==> src/design/bctc_pkg.sv <==
`timescale 1ns / 1ps
package bctc_pkg;

	localparam int NUM_SLOTS = 256;
	localparam int SLOT_W    = $clog2(NUM_SLOTS);
	localparam int CNT_W     = $clog2(NUM_SLOTS + 1);
	localparam int BLK_W     = 63;

	// item kinds
	localparam logic [2:0] K_REQ    = 3'd0;
	localparam logic [2:0] K_DIRTY  = 3'd1;
	localparam logic [2:0] K_LOCK   = 3'd2;
	localparam logic [2:0] K_UNLOCK = 3'd3;
	localparam logic [2:0] K_FLUSH  = 3'd4;

	// result status codes
	localparam logic [2:0] ST_HIT    = 3'd0;
	localparam logic [2:0] ST_LOAD   = 3'd1;
	localparam logic [2:0] ST_APPEND = 3'd2;
	localparam logic [2:0] ST_LOCKED = 3'd3;
	localparam logic [2:0] ST_DONE   = 3'd4;

	typedef enum logic [3:0] {
		S_IDLE, S_HRD, S_HCMP, S_ALLOC, S_VSCAN, S_WBRD, S_WB, S_OPRD, S_OPDO
	} state_t;

	typedef struct packed {
		logic load;
		logic rd_hit;
		logic step;
		logic alloc;
		logic vstep;
		logic rd_slot;
		logic commit;
		logic all_locked;
		logic hit;
		logic op_rd;
		logic op_do;
	} cmd_t;

	typedef struct packed {
		logic start_req;
		logic fill_zero;
		logic tag_match;
		logic scan_last;
		logic fill_full;
		logic vlocked;
		logic vlast;
	} stat_t;

endpackage

==> src/design/bctc_ctrl.sv <==
`timescale 1ns / 1ps
module bctc_ctrl (
	input  logic             clk,
	input  logic             arst_n,
	input  logic             start,
	input  bctc_pkg::stat_t  st,
	output bctc_pkg::cmd_t   cmd,
	output logic             busy
);

	bctc_pkg::state_t state_q, state_d;

	// state register
	always_ff @(posedge clk or negedge arst_n) begin
		if (!arst_n) state_q <= bctc_pkg::S_IDLE;
		else state_q <= state_d;
	end

	// next state
	always_comb begin
		state_d = state_q;
		case (state_q)
			bctc_pkg::S_IDLE: begin
				if (start) begin
					if (!st.start_req) state_d = bctc_pkg::S_OPRD;
					else if (st.fill_zero) state_d = bctc_pkg::S_ALLOC;
					else state_d = bctc_pkg::S_HRD;
				end
			end
			bctc_pkg::S_HRD: state_d = bctc_pkg::S_HCMP;
			bctc_pkg::S_HCMP: begin
				if (st.tag_match) state_d = bctc_pkg::S_IDLE;
				else if (st.scan_last) state_d = bctc_pkg::S_ALLOC;
				else state_d = bctc_pkg::S_HRD;
			end
			bctc_pkg::S_ALLOC: state_d = st.fill_full ? bctc_pkg::S_VSCAN : bctc_pkg::S_WBRD;
			bctc_pkg::S_VSCAN: begin
				if (!st.vlocked) state_d = bctc_pkg::S_WBRD;
				else if (st.vlast) state_d = bctc_pkg::S_IDLE;
			end
			bctc_pkg::S_WBRD: state_d = bctc_pkg::S_WB;
			bctc_pkg::S_WB: state_d = bctc_pkg::S_IDLE;
			bctc_pkg::S_OPRD: state_d = bctc_pkg::S_OPDO;
			bctc_pkg::S_OPDO: state_d = bctc_pkg::S_IDLE;
			default: state_d = bctc_pkg::S_IDLE;
		endcase
	end

	// commands
	always_comb begin
		cmd = '0;
		case (state_q)
			bctc_pkg::S_IDLE: cmd.load = start;
			bctc_pkg::S_HRD: cmd.rd_hit = 1'b1;
			bctc_pkg::S_HCMP: begin
				cmd.hit  = st.tag_match;
				cmd.step = !st.tag_match && !st.scan_last;
			end
			bctc_pkg::S_ALLOC: cmd.alloc = 1'b1;
			bctc_pkg::S_VSCAN: begin
				cmd.vstep      = !st.vlocked || !st.vlast;
				cmd.all_locked = st.vlocked && st.vlast;
			end
			bctc_pkg::S_WBRD: cmd.rd_slot = 1'b1;
			bctc_pkg::S_WB: cmd.commit = 1'b1;
			bctc_pkg::S_OPRD: cmd.op_rd = 1'b1;
			bctc_pkg::S_OPDO: cmd.op_do = 1'b1;
			default: cmd = '0;
		endcase
	end

	assign busy = (state_q != bctc_pkg::S_IDLE);

endmodule

==> config.mk <==
export PLATFORM = sky130hd
export DESIGN_NAME = bctc_ctrl
export DESIGN_NICKNAME = d
export VERILOG_FILES = /design/src/design/bctc_pkg.sv /design/src/design/bctc_ctrl.sv
export SDC_FILE = /design/constraint.sdc
export NUM_CORES = 1
export LEC_CHECK = 0
export BUFFER_PORTS_ARGS = -buffer_cell sky130_fd_sc_hd__buf_2
export CAP_MARGIN = 20
export CORE_AREA = 2 2 39 41
export DETAILED_ROUTE_END_ITERATION = 6
export DIE_AREA = 0 0 41 43
export SYNTH_ARGS = -nofsm -noshare
export SYNTH_HDL_FRONTEND = slang
export SYNTH_SLANG_ARGS = --single-unit
==> constraint.sdc <==
create_clock -name clk -period 1.6 [get_ports clk]
set_input_delay 0.32 -clock clk [delete_from_list [all_inputs] [get_ports clk]]
set_output_delay 0.32 -clock clk [all_outputs]
set_load 0.01 [all_outputs]
# --- Yosys cells after proc, flatten, opt, wreduce, memory -nomap -nowiden ---
# Index checks and enable logic that the tools add are counted.
totals:
  register_bits: 4
  latch_bits: 0
  ram_bits: 0
  romBits: 0
  input_bits: 10
  output_inout_bits: 12
  wordCells: 41
  n_memories: 0
classes:
  addsub: 0
  n_mul: 0
  div: 0
  order_cmp: 0
  eq_ne: 10
  shifts: 0
  n_mux: 20
  bitwise: 0
  n_reduce_logical: 10
ops:
  columns: ["cell", "n"]
  rows:
  - ["4-bit one-hot mux with 7 select lines", 1]
  - ["4-bit by 3-bit equality test with 1-bit output (second input constant)", 4]
  - ["1-bit two-way mux", 12]
  - ["4-bit two-way mux", 3]
  - ["4-bit by 2-bit equality test with 1-bit output (second input constant)", 2]
  - ["2-bit two-way mux", 3]
  - ["4-bit by 1-bit equality test with 1-bit output (second input constant)", 1]
  - ["4-bit equality test (second input constant)", 1]
  - ["1-bit logical NOT", 4]
  - ["4-bit logical NOT", 1]
  - ["4-bit nonzero test", 1]
  - ["3-bit two-way mux", 1]
  - ["3-bit inequality test (second input constant)", 1]
  - ["1-bit logical AND", 2]
  - ["2-bit inequality test (second input constant)", 1]
  - ["2-bit AND reduction", 1]
  - ["1-bit logical OR", 1]

# --- Depth between registers and ports, before layout ---
logic_depth:
  depth_word: 4
  mapped_depth: 5
  mapped_depth_nobuf: 4

# --- Least setup slack after synthesis ---
# Ideal clock, no wire load.
synth_timing:
  kind: "register to output"
  startpoint: "reg state_q[1]"
  endpoint: "out cmd[3] (netlist bit)"
  arrival_time_ns: 1.089
  required_time_ns: 1.280
  setup_slack_ns: 0.191
  stages_incl_launch_ff: 5
  path_buffers: 1
  path_cell_list: "dfrtp_1 -> buf_6 -> nor2_1 -> nand2b_1 -> nor3_1"
synth_rtl:
  columns: ["item", "line_no", "rtl"]
  rows:
  - ["start: declaration", "bctc_ctrl.sv:11", "bctc_pkg::state_t state_q, state_d;"]
  - ["start signal: assignment", "bctc_ctrl.sv:15", "if (!arst_n) state_q <= bctc_pkg::S_IDLE;"]
  - ["start signal: assignment", "bctc_ctrl.sv:16", "else state_q <= state_d;"]
  - ["end: declaration", "bctc_ctrl.sv:7", "output bctc_pkg::cmd_t cmd,"]

==> impl_metrics.csv <==
group,metric,value,unit
finish,largest_register_ff_count,4,
finish,nets,87,
timing,timing.slew.headroom,80.8,%
setup_path,critPathMaxStageDelay,0.44,ns
setup_path,critical_path_arrival,1.23,ns
detailed_routing,route.detailed.vias_per_inst,4.99,
setup_path,rr_worst_depth,4,
setup_path,r2r-start,"state_q[1]",
floorplanning,die_area,1760,um^2
synth,ys_top_cells_by_area,"sky130_fd_sc_hd__dfrtp_1, sky130_fd_sc_hd__nor2_1, sky130_fd_sc_hd__a21oi_1",
setup_path,worstPathMaxFanout,6,
min_path,worst_hold_startpoint,"st[0]",
min_path,hold_depth,2,
grt,grt_remaining_overflow,0,
place,inst_count_dp,86,
synth,synth.avg_cell_area,7.43,um^2
power,p_leak,0.307,nW
setup_path,reg2reg_slack,0.22,ns
detailed_routing,drtAntennaViolNets,0,
floorplanning,die_h,43,um
grt,vias_in_the_first_global_route,401,
grt,antenna_found_initial,0,
setup_path,critical_path_required,1.28,ns
grt,grt_use_total,14.4,%
setup_path,timing.critical_path.to_type,"primary output",
timing,worst_clock_skew,0.00228,ns
floorplanning,start_util,25.2,%
finish,final_layout_size_suffix_gt1_share,49.3,%
timing,clock.fmax,645,MHz
synth,synth-seq-cells,4,
run_status,status,"finished clean",
finish,largest_registers,"state_q (4)",
clock_network,cts.sinks,4,
detailed_routing,detailedRoute.firstIterationViolations,7,
power,power.density_cell_area,1740,nW/um^2
floorplanning,core_region_area,1380,um^2
synth,syn_nets,57,
grt,grt_first_pass_wirelength,1.65,mm
setup_path,crit_path_cell_trace,"buf_6 -> nor4b_2 -> buf_2",
timing,report.final.hold_viol_count,0,
grt,maximum_number_of_pins_on_one_net_before_global_route_repair,11,
power,power,1000,uW
finish,syn_to_final_growth,64.5,%
synth,synthesis.instances,47,
synth,yosys-top-cells-count,"sky130_fd_sc_hd__nor2_1, sky130_fd_sc_hd__a21oi_1, sky130_fd_sc_hd__dfrtp_1, sky130_fd_sc_hd__nor3_1",
min_path,worstHoldEndpoint,"state_q[2]",
finish,instances_no_fill,91,
synth,yosysUniqueCellTypes,22,
clock_network,tritoncts,"yes",
setup_path,timing.setup.critical_path_class,"reg2out",
floorplanning,fp-row-count,14,
synth,most_repeated_cell_in_the_gate_level_netlist_after_synthesis,"sky130_fd_sc_hd__nor2_1",
place,place_hpwl,799,um
clock_network,insertion_delay,0.23,ns
synth,synth_sequential_area_ratio,28.7,%
detailed_routing,routed_wirelength,1.02,mm
synth,synth_ff_type,"sky130_fd_sc_hd__dfrtp_1",
synth,post_synth_edffs,0,
setup_path,cpMaxStageDelayCell,"sky130_fd_sc_hd__dfrtp_2",
finish,utilization,41.5,%
synth,post-synth-top-area-fraction,28.7,%
synth,postSynth.asyncResetShare,100,%
synth,yosysWarningCount,0,
clock_network,cts_buffers,3,
timing,min_period_over_period,96.9,%
timing,setup_violations,0,
detailed_routing,per_cell_routed_wire_length,11.2,um
timing,minimum_clock_period_after_layout,1.55,ns
finish,number_of_diodes_added_for_antenna_fixing,0,
clock_network,cts.root.buffer_cell,"sky130_fd_sc_hd__clkbuf_4",
synth,mappedNetlistArea,349,um^2
clock_network,clkTransAtPathRegs,0.04,ns
synth,synth_area_leader_cell,"sky130_fd_sc_hd__dfrtp_1",
flow_run,cap_viol_max_count,0,
timing,slew_viol_final,0,
detailed_routing,drt_first_pass_iters,5,
clock_network,htreeDepth,1,
place,gp_congestion,0.808,
floorplanning,top_level_ports,22,
finish,regMostFlops,"state_q",
power,vdd_drop_max,0.909,mV
floorplanning,die-width,41,um
timing,tightestPinTransition,0.288,ns
setup_path,timing.critical_path.from_type,"register",
place,port-buffer-count,21,
detailed_routing,vias,454,
clock_network,clk_path_buf_depth,2,
setup_path,critical_path.reg2reg.endpoint,"state_q[0]",
timing,unrepaired_setup_endpoints_after_global_routing,"true",
timing,fin_setup_tns,0,ns
min_path,holdCritPathClass,"in2reg",
detailed_routing,drc,0,
==> layer usage <==
| metal | global-route usage (%) | up-vias | wire, um |
|---|---|---|---|
| li1 | - | 228 | - |
| met1 | 18.9 | 205 | 458 |
| met2 | 20.0 | 19 | 482 |
| met3 | 3.14 | 2 | 68 |
| met4 | 10.0 | 0 | 10 |
| met5 | 0 | - | 0 |
==> worst max-delay path, delay by kind of cell, from the launching register on <==
family	cells	cell delay, ns
DFF	1	0.44
and+or+nand+nor	1	0.25
buffers and inverters	2	0.30
==> layout by cell type (no fill, tap or decap) <==
cell type,count
sky130_fd_sc_hd__buf_6,2
sky130_fd_sc_hd__nand2b_4,1
sky130_fd_sc_hd__nor2b_4,1
sky130_fd_sc_hd__dfrtp_1,2
sky130_fd_sc_hd__a211oi_1,1
sky130_fd_sc_hd__and3_1,2
sky130_fd_sc_hd__nor4b_2,1
sky130_fd_sc_hd__nand3b_1,1
sky130_fd_sc_hd__nor3_1,3
sky130_fd_sc_hd__buf_2,21
sky130_fd_sc_hd__nand2b_1,2
sky130_fd_sc_hd__o21ai_0,1
sky130_fd_sc_hd__a222oi_1,1
sky130_fd_sc_hd__a21oi_1,4
sky130_fd_sc_hd__o32ai_1,1
sky130_fd_sc_hd__dfrtp_2,2
sky130_fd_sc_hd__nor3_2,1
sky130_fd_sc_hd__o21bai_1,1
sky130_fd_sc_hd__nor2_1,8
sky130_fd_sc_hd__a41o_1,1
sky130_fd_sc_hd__nor2b_1,1
sky130_fd_sc_hd__inv_1,3
sky130_fd_sc_hd__a221o_1,1
sky130_fd_sc_hd__nor2_2,1
sky130_fd_sc_hd__nand4b_1,1
sky130_fd_sc_hd__dlygate4sd3_1,1
sky130_fd_sc_hd__nor2_4,1
sky130_fd_sc_hd__buf_4,3
sky130_fd_sc_hd__xor2_1,1
sky130_fd_sc_hd__clkbuf_4,3
sky130_fd_sc_hd__nand2_1,2
==> metrics by stage <==
stage / instance area, um^2 / setup slack [ns] / hold WS, ns
finish: 574 / 0.0494 / 0.338
global route: 574 / -0.0446 / 0.357
CTS: 541 / -0.00843 / 0.327
detailed placement: 488 / 0.176 / 0.131
global placement: 488 / 0.205 / 0.128
floorplan: 349 / 0.191 / 0.0244
==> repair_timing <==
action                                  in CTS  in global routing
endpoints found under the setup margin       6                  5
buffers inserted                             1                  0
hold endpoints to repair                     4                  0
hold buffers                                 1                  0
resized for setup                            4                  8
==> cells by family (layout without fill, tap and decap cells) <==
group | Yosys count | after routing | share of synthesized area [%]
DFF | 4 | 4 | 28.7
AOI/OAI and AO/OA | 11 | 11 | 22.6
buffers and inverters | 5 | 33 | 7.88
and+or+nand+nor | 26 | 26 | 38.4
xor gates and xnor gates | 1 | 1 | 2.51
==> final cells by class <==
| type | instances | area [um^2] |
|---|---|---|
| sequential | 4 | 103 |
| timing repair buffer | 27 | 160 |
| tap | 16 | 20.0 |
| multi-input combinational | 38 | 258 |
| inverter | 3 | 11.3 |
| clock buffer | 3 | 22.5 |
| fill | 153 | 810 |
==> power by group <==
part,total (mW),switching [mW],internal (mW)
sequential,0.204,0.0591,0.145
clock,0.123,0.0395,0.0838
combinational,0.672,0.354,0.318
==> worst max path at each step <==
stage / from / to / slack [ns]
2_1_floorplan: state_q[1] / cmd[3] / 0.19
3_3_place_gp: state_q[3] / cmd[3] / 0.21
3_5_place_dp: state_q[0] / cmd[3] / 0.18
4_1_cts: state_q[3] / cmd[3] / -0.008
5_1_grt: state_q[3] / cmd[6] / -0.04
6_report: state_q[0] / cmd[0] / 0.05
Power figures use the tool's default switching activity.
